===== config.mk =====
export PLATFORM = sky130hd
export DESIGN_NAME = lbpc_cordic
export DESIGN_NICKNAME = d
export VERILOG_FILES = /design/src/rtl/core/lbpc_pkg.sv /design/src/rtl/core/lbpc_cordic.sv
export SDC_FILE = /design/constraint.sdc
export NUM_CORES = 2
export LEC_CHECK = 0
export BUFFER_PORTS_ARGS = -buffer_cell sky130_fd_sc_hd__buf_4
export CAP_MARGIN = 5
export CORE_ASPECT_RATIO = 1.4
export CORE_MARGIN = 1.5
export CORE_UTILIZATION = 30
export DETAILED_ROUTE_END_ITERATION = 10
export SLEW_MARGIN = 25
export SYNTH_ARGS = -nofsm -noshare
export SYNTH_HDL_FRONTEND = slang
export SYNTH_SLANG_ARGS = --single-unit

===== constraint.sdc =====
create_clock -name clk_i -period 15.1 [get_ports clk_i]
set_input_delay 1.51 -clock clk_i [delete_from_list [all_inputs] [get_ports clk_i]]
set_output_delay 1.51 -clock clk_i [all_outputs]
set_load 0.005 [all_outputs]

===== src/rtl/core/lbpc_pkg.sv =====
package lbpc_pkg;

  // Defaults for the top-level parameters
  localparam int unsigned COORD_BITS_DEF   = 16;
  localparam int unsigned CORDIC_STEPS_DEF = 16;
  localparam int unsigned ATAN_TAB_LEN     = 24;

  // Angle constants in 1/64 degree
  localparam int DEG90_64  = 5760;
  localparam int DEG180_64 = 11520;
  localparam int DEG360_64 = 23040;

  // Angle constants in 1/128 degree
  localparam int DEG90_128  = 11520;
  localparam int DEG180_128 = 23040;
  localparam int DEG360_128 = 46080;

  // Configuration register indexes
  localparam logic [2:0] CFG_HEIGHT_RATIO_MIN   = 3'd0;
  localparam logic [2:0] CFG_HEIGHT_RATIO_MAX   = 3'd1;
  localparam logic [2:0] CFG_DIRECTION_DIFF_MAX = 3'd2;
  localparam logic [2:0] CFG_SPACING_RATIO_MIN  = 3'd3;
  localparam logic [2:0] CFG_SPACING_RATIO_MAX  = 3'd4;
  localparam logic [2:0] CFG_ALIGNMENT_DEV_MAX  = 3'd5;

  // Reset values of the configuration registers
  localparam logic [11:0] RST_HEIGHT_RATIO_MIN   = 12'd172;
  localparam logic [11:0] RST_HEIGHT_RATIO_MAX   = 12'd384;
  localparam logic [13:0] RST_DIRECTION_DIFF_MAX = 14'd960;
  localparam logic [11:0] RST_SPACING_RATIO_MIN  = 12'd384;
  localparam logic [11:0] RST_SPACING_RATIO_MAX  = 12'd1024;
  localparam logic [13:0] RST_ALIGNMENT_DEV_MAX  = 14'd1280;

  // Reject codes
  localparam logic [2:0] REJ_NONE      = 3'd0;
  localparam logic [2:0] REJ_HEIGHT    = 3'd1;
  localparam logic [2:0] REJ_DIRECTION = 3'd2;
  localparam logic [2:0] REJ_SPACING   = 3'd3;
  localparam logic [2:0] REJ_ALIGNMENT = 3'd4;
  localparam logic [2:0] REJ_ZERO      = 3'd5;

  // CORDIC angle accumulator width (1/32768 degree)
  localparam int unsigned ZW = 24;

  typedef struct packed {
    logic [11:0] height_ratio_min;
    logic [11:0] height_ratio_max;
    logic [13:0] direction_diff_max;
    logic [11:0] spacing_ratio_min;
    logic [11:0] spacing_ratio_max;
    logic [13:0] alignment_dev_max;
  } cfg_t;

  // Test results and angles that ride beside the CORDIC data
  typedef struct packed {
    logic               zero_fail;
    logic               ratio_fail;
    logic               dir_fail;
    logic               space_fail;
    logic signed [16:0] dir_sum;   // sum of both bar directions, 1/64 deg each
    logic               special;   // atan2 result is base alone
    logic signed [15:0] base;      // 1/128 deg
  } side_t;

  // atan(2^-i) in 1/32768 degree
  function automatic logic [20:0] atan_tab(input int unsigned i);
    logic [20:0] r;
    case (i)
      0: r = 21'd1474560;
      1: r = 21'd870484;
      2: r = 21'd459940;
      3: r = 21'd233473;
      4: r = 21'd117189;
      5: r = 21'd58652;
      6: r = 21'd29333;
      7: r = 21'd14667;
      8: r = 21'd7334;
      9: r = 21'd3667;
      10: r = 21'd1833;
      11: r = 21'd917;
      12: r = 21'd458;
      13: r = 21'd229;
      14: r = 21'd115;
      15: r = 21'd57;
      16: r = 21'd29;
      17: r = 21'd14;
      18: r = 21'd7;
      19: r = 21'd4;
      20: r = 21'd2;
      21: r = 21'd1;
      default: r = 21'd0;
    endcase
    return r;
  endfunction

endpackage


===== src/rtl/core/lbpc_cordic.sv =====
module lbpc_cordic #(
  parameter int unsigned COORD_BITS   = lbpc_pkg::COORD_BITS_DEF,
  parameter int unsigned CORDIC_STEPS = lbpc_pkg::CORDIC_STEPS_DEF
) (
  input  logic                          clk_i,
  input  logic                          rst_ni,
  input  logic                          in_valid_i,
  output logic                          in_ready_o,
  input  lbpc_pkg::side_t               side_i,
  input  logic signed [COORD_BITS+11:0] x_i,
  input  logic signed [COORD_BITS+11:0] y_i,
  output logic                          out_valid_o,
  input  logic                          out_ready_i,
  output lbpc_pkg::side_t               side_o,
  output logic signed [lbpc_pkg::ZW-1:0] z_o
);
  import lbpc_pkg::*;

  localparam int unsigned XW = COORD_BITS + 12;

  logic                    v_q [CORDIC_STEPS];
  logic [CORDIC_STEPS:0]   en;
  logic [CORDIC_STEPS:0]   v_in;

  logic signed [XW-1:0] x_q [CORDIC_STEPS];
  logic signed [XW-1:0] y_q [CORDIC_STEPS];
  logic signed [ZW-1:0] z_q [CORDIC_STEPS];
  side_t                s_q [CORDIC_STEPS];

  logic signed [XW-1:0] x_in [CORDIC_STEPS];
  logic signed [XW-1:0] y_in [CORDIC_STEPS];
  logic signed [ZW-1:0] z_in [CORDIC_STEPS];
  side_t                s_in [CORDIC_STEPS];

  assign en[CORDIC_STEPS]   = out_ready_i;
  assign v_in[0]            = in_valid_i;
  assign v_in[CORDIC_STEPS] = v_q[CORDIC_STEPS-1];
  assign in_ready_o         = en[0];
  assign out_valid_o        = v_q[CORDIC_STEPS-1];
  assign side_o             = s_q[CORDIC_STEPS-1];
  assign z_o                = z_q[CORDIC_STEPS-1];

  assign x_in[0] = x_i;
  assign y_in[0] = y_i;
  assign z_in[0] = '0;
  assign s_in[0] = side_i;

  for (genvar i = 0; i < CORDIC_STEPS; i++) begin : g_step
    logic signed [XW-1:0] xs, ys, x_d, y_d;
    logic signed [ZW-1:0] z_d, a;

    if (i > 0) begin : g_link
      assign x_in[i] = x_q[i-1];
      assign y_in[i] = y_q[i-1];
      assign z_in[i] = z_q[i-1];
      assign s_in[i] = s_q[i-1];
      assign v_in[i] = v_q[i-1];
    end

    assign en[i] = !v_q[i] || en[i+1];

    // One rotation toward the x axis
    always_comb begin
      xs = x_in[i] >>> i;
      ys = y_in[i] >>> i;
      a  = $signed(ZW'(atan_tab(i)));
      if (y_in[i] >= 0) begin
        x_d = x_in[i] + ys;
        y_d = y_in[i] - xs;
        z_d = z_in[i] + a;
      end else begin
        x_d = x_in[i] - ys;
        y_d = y_in[i] + xs;
        z_d = z_in[i] - a;
      end
    end

    always_ff @(posedge clk_i or negedge rst_ni) begin
      if (!rst_ni) begin
        v_q[i] <= 1'b0;
      end else if (en[i]) begin
        v_q[i] <= v_in[i];
      end
    end

    always_ff @(posedge clk_i) begin
      if (en[i]) begin
        x_q[i] <= x_d;
        y_q[i] <= y_d;
        z_q[i] <= z_d;
        s_q[i] <= s_in[i];
      end
    end
  end

endmodule


### Word level (Yosys, flattened, before mapping)

Memories as Yosys holds them, arrays and structs flattened.
Index checks and enable logic that the tools add are counted.

* flip-flop bits (word level): 16
* RAM bits: 1888
* input bits: 98
* word-level logic and storage cells: 241
* memories: 4

* add/subtract/negate cells: 93
* order comparisons: 16
* muxes and demuxes: 80
* reductions and logical operators: 32

Memory list
* s_q: depth 16, width 38, rd ports 16, clocked after memory_dff 0, write ports 16, RTL line lbpc_cordic.sv:28 `side_t s_q [CORDIC_STEPS];`
* x_q: depth 16, width 28, rd ports 15, clocked after memory_dff 0, write ports 16, RTL line lbpc_cordic.sv:25 `logic signed [XW-1:0] x_q [CORDIC_STEPS];`
* y_q: depth 16, width 28, rd ports 15, clocked after memory_dff 0, write ports 16, RTL line lbpc_cordic.sv:26 `logic signed [XW-1:0] y_q [CORDIC_STEPS];`
* z_q: depth 16, width 24, rd ports 16, clocked after memory_dff 0, write ports 16, RTL line lbpc_cordic.sv:27 `logic signed [ZW-1:0] z_q [CORDIC_STEPS];`

Operators by type and width (count)
* $mux W28: 32
* $ge A28 B1 Y1 const B: 16
* $mux W24: 16
* $add A28 B13 Y28: 2
* $add A28 B14 Y28: 2
* $add A28 B15 Y28: 2
* $add A28 B16 Y28: 2
* $add A28 B17 Y28: 2
* $add A28 B18 Y28: 2
* $add A28 B19 Y28: 2
* $add A28 B20 Y28: 2
* $add A28 B21 Y28: 2
* $add A28 B22 Y28: 2
* $add A28 B23 Y28: 2
* $add A28 B24 Y28: 2
* $add A28 B25 Y28: 2
* $add A28 B26 Y28: 2
* $add A28 B27 Y28: 2
* $sub A28 B13 Y28: 2
* $sub A28 B14 Y28: 2
* $sub A28 B15 Y28: 2
* $sub A28 B16 Y28: 2
* $sub A28 B17 Y28: 2
* $sub A28 B18 Y28: 2
* other kinds (44): 115

### Depth between registers and ports, before layout

* word-level depth: 19
* mapped depth: 20

### Worst setup path after synthesis

Ideal clock, no wire load.

* kind: input port to output port
* start: input out_ready_i
* end: output in_ready_o
* arrival: 10488 ps
* setup slack: 3102 ps
* stages: 9
* cell sequence: nor2b_1 > nand2_1 > nor2_1 > and2_1 > and3_1 > and3_1 > nand3_1 > nor2_1 > nand4_1

* word-level cells in the longest chain between the ends: 16

Ends and longest elaborated chain
* start: declaration: RTL line lbpc_cordic.sv:13 `input logic out_ready_i,`
* $logic_or A1 B1 Y1 (2 in series): RTL line lbpc_cordic.sv:60 `assign en[i] = !v_q[i] || en[i+1];`
* net en[14]: RTL line lbpc_cordic.sv:22 `logic [CORDIC_STEPS:0] en;`
* $logic_or A1 B1 Y1 (10 in series): RTL line lbpc_cordic.sv:60
* net en[4]: RTL line lbpc_cordic.sv:22
* $logic_or A1 B1 Y1 (4 in series): RTL line lbpc_cordic.sv:60
* end: declaration: RTL line lbpc_cordic.sv:8 `output logic in_ready_o,`

The timed path passes the listed nets, and every way through them passes these cells.

### Worst setup path after layout

Same ends and word-level chain as after synthesis.

==> metrics.yaml <==
status:
  status: "finished clean"
worst_setup_path:
  worst_path_dominant_cell_family: "simple AND/OR/NAND/NOR gates"
  slowest_stage: "nand2_4"
  cp-end-kind: "output pin"
  crit_path_cell_trace: "buf_4, nor2b_1, nand2_4, nor2_1, and2_1, and3_1, and3_1, nand3_4, buf_4, nor2_1, nand4_1, buf_4, buf_4"
  path_common_cell: "buf_4"
  crit_fanout: 64
  cp.arrival_ps: 5930
  r2r_slack_ps: 9500
  reg2reg_depth: 17
  critical_path_class: "in -> out"
  r2r-start: "x_q[0][94]"
  reg2reg_to: "y_q[0][139]"
  cp.required_ps: 13590
  max_stage_delay_ps: 590
  critPathBufInv: 4
  worst_setup_path_start_kind: "input port"
die:
  fp.dieH_um: 730
  pin_count: 162
  die_x_um: 522
  floorplan.initialDensity_pct: 30.2
  die_area_um2: 382000
  core_um2: 375000
  rows: 266
sta:
  finalSetupViolCount: 0
  finalSetupTns_ps: 0
  period_minus_slack_ps: 7440
  hold_viol: 0
  max_freq_mhz: 134
  final.period_utilization_pct: 49.3
  slew_viol_final: 0
  worstMarginPinSlew_ps: 1020
  rsz0062_at_grt: "no"
  maxSlewHeadroom_pct: 31.8
  clock_skew_ps: 84.0
cells_and_area:
  final_common_cell: "edfxtp_1"
  drive_gt1_share_pct: 5.48
  area.growth.synth_to_final_pct: 12.4
  n_fill_cell: 37800
  final_cell_mix: "edfxtp_1 (1,709), ha_1 (1,049), xnor2_1 (947)"
  nNetsFinal: 12100
  final_cells: 16100
grt:
  grt_usage_pct: 13.4
  grt_pass1_wl_um: 408000
  antenna_found_initial: 4
  grt_pass1_vias: 78100
  overflow: 0
  grt_max_degree: 80
route:
  avgViaCountPerCell: 4.89
  drt.antenna.violating_nets: 0
  wl_per_cell_um: 16.4
  vias: 78600
  drt_iter0_drc: 3269
  drc: 0
  routed_wl_um: 263000
  firstDrtPassIters: 6
synthesis:
  ys_ff_latch: 1725
  synth_cell_type_count: 89
  synth_area_per_cell_um2: 10.6
  postSynthCellCount: 10700
  synth-edff-count: 1709
  ys_dominant_reg_cell: "edfxtp_1"
  ys_warn_count: 0
  ys_seq_area_share_pct: 45.6
  synth_area_um2: 113000
  async_reset_ff_share_pct: 0.928
clock_network:
  cts-htree-levels: 4
  clockBufferDepth: 3
  cts_sinks: 1725
  cts_tree: "built"
  hold_buffers: 0
  cts_setup_buffers: 0
  clockRootBuffer: "clkbuf_16"
  cts_made_buffers: 195
  postCtsResizedCells: 0
  worstSkewPairLatency_ps: 860
  cts.clk_slew.worst_paths_ps: 60
place:
  io_buffers: 160
  gp_congestion: 0.951
  hpwl_um: 210000
  placed_cells: 15700
hold_path:
  hp-class: "reg -> reg"
  hold_start: "s_q[1][193]"
  hold-path-endpoint: "s_q[1][231]"
  min_path_cells: 0
run:
  maxCapViolCount: 0
[cells by family after synthesis]
kind of cell | Yosys count | synth area share, %
AND/OR/NAND/NOR | 2876 | 12.3
AO/OA/AOI/OAI | 2855 | 16.2
flip-flops | 1725 | 45.6
XOR/XNOR | 1429 | 11.0
adder cells (fa/ha/maj) | 1090 | 12.3
buffers and inverters | 675 | 2.24
multiplexers | 36 | 0.318
other | 1 | 0.00331
[layout make-up]
| cell class | count | area (um2) | share of cell area [%] |
|---|---|---|---|
| multi-input cells | 8365 | 59500 | 46.7 |
| repair buffers | 214 | 1610 | 1.26 |
| clock inverters | 114 | 1530 | 1.20 |
| diodes | 5 | 12.5 | 0.00982 |
| inverters | 455 | 1720 | 1.35 |
| flip-flops and latches | 1725 | 51700 | 40.6 |
| clock buffers | 241 | 5120 | 4.02 |
| well taps | 4958 | 6200 | 4.87 |
[stage by stage]
step / worst slack (ps) / hold WS (ps) / area (um2) / utilization, %
after floorplan: 3100 / 400 / 114000 / -
after global placement: 7530 / 400 / 121000 / 32.1
after detailed placement: 7550 / 405 / 121000 / 32.2
after CTS: 7500 / 369 / 127000 / 33.9
after global routing: 7260 / 388 / 127000 / 33.9
final: 7660 / 379 / 127000 / 33.9
[worst reg2reg max path, stage by stage, from the launching register on]
cell,delay (ps)
edfxtp_1,500
or4_1,550
or2_1,270
or4_1,420
or4_1,600
o31ai_1,300
xor2_1,110
ha_1,350
nand4_1,190
nor4_1,400
o21a_1,170
o31ai_1,160
a31oi_1,410
nor4_1,110
nor3_1,310
a211oi_1,170
a21oi_1,200
xor2_1,80
[cells in the mapped netlist (all sizes together), types with 24 or more instances]
library cell	n	share of area, %
clkbuf	180	0.60
inv	454	1.5
o41ai	77	0.61
xnor2	951	7.3
fa	35	0.62
nor3	266	1.2
mux2i	36	0.32
a21oi	833	3.7
nand4	60	0.33
o21ai	603	2.7
o211ai	70	0.46
nor2	858	2.8
xor2	478	3.7
a31oi	69	0.38
o31a	29	0.22
ha	1049	12
a31o	37	0.29
and3	113	0.62
o21bai	137	0.91
o31ai	165	1.1
edfxtp	1709	45
nand3	243	1.1
buf	40	0.14
or2	55	0.30
or4	81	0.55
nor2b	135	0.75
o21a	148	0.98
a41oi	24	0.19
nand2b	153	0.86
nand2	606	2.0
o2111ai	35	0.27
or3	114	0.63
a211oi	75	0.50
a21o	310	2.1
and2	60	0.33
nor4	77	0.44
[flip-flops by register name (all words and copies together), names as in the netlist]
signal	count
y_q	393
x_q	377
out_valid_o	1
z_q	331
v_in	15
s_q	608
[worst max path at each step]
stage / from / to / slack [ps] / cells after the start
final: out_ready_i / in_ready_o / 7660 / 13
after floorplan: out_ready_i / in_ready_o / 3100 / 9
after global placement: out_ready_i / in_ready_o / 7530 / 13
after global routing: out_ready_i / in_ready_o / 7260 / 13
after CTS: out_ready_i / in_ready_o / 7500 / 13
after detailed placement: out_ready_i / in_ready_o / 7550 / 13
[layer usage]
layer,up-vias,wire length (um),GRT usage [%]
met5,-,0,0
met4,0,22200,10.5
met3,701,5940,1.55
met2,1238,145000,26.9
met1,36400,90600,11.8
li1,40300,-,-
Power is left out: the tool's default activity adds up to more than one toggle a clock period on the data nets, which glitch-free logic cannot reach.
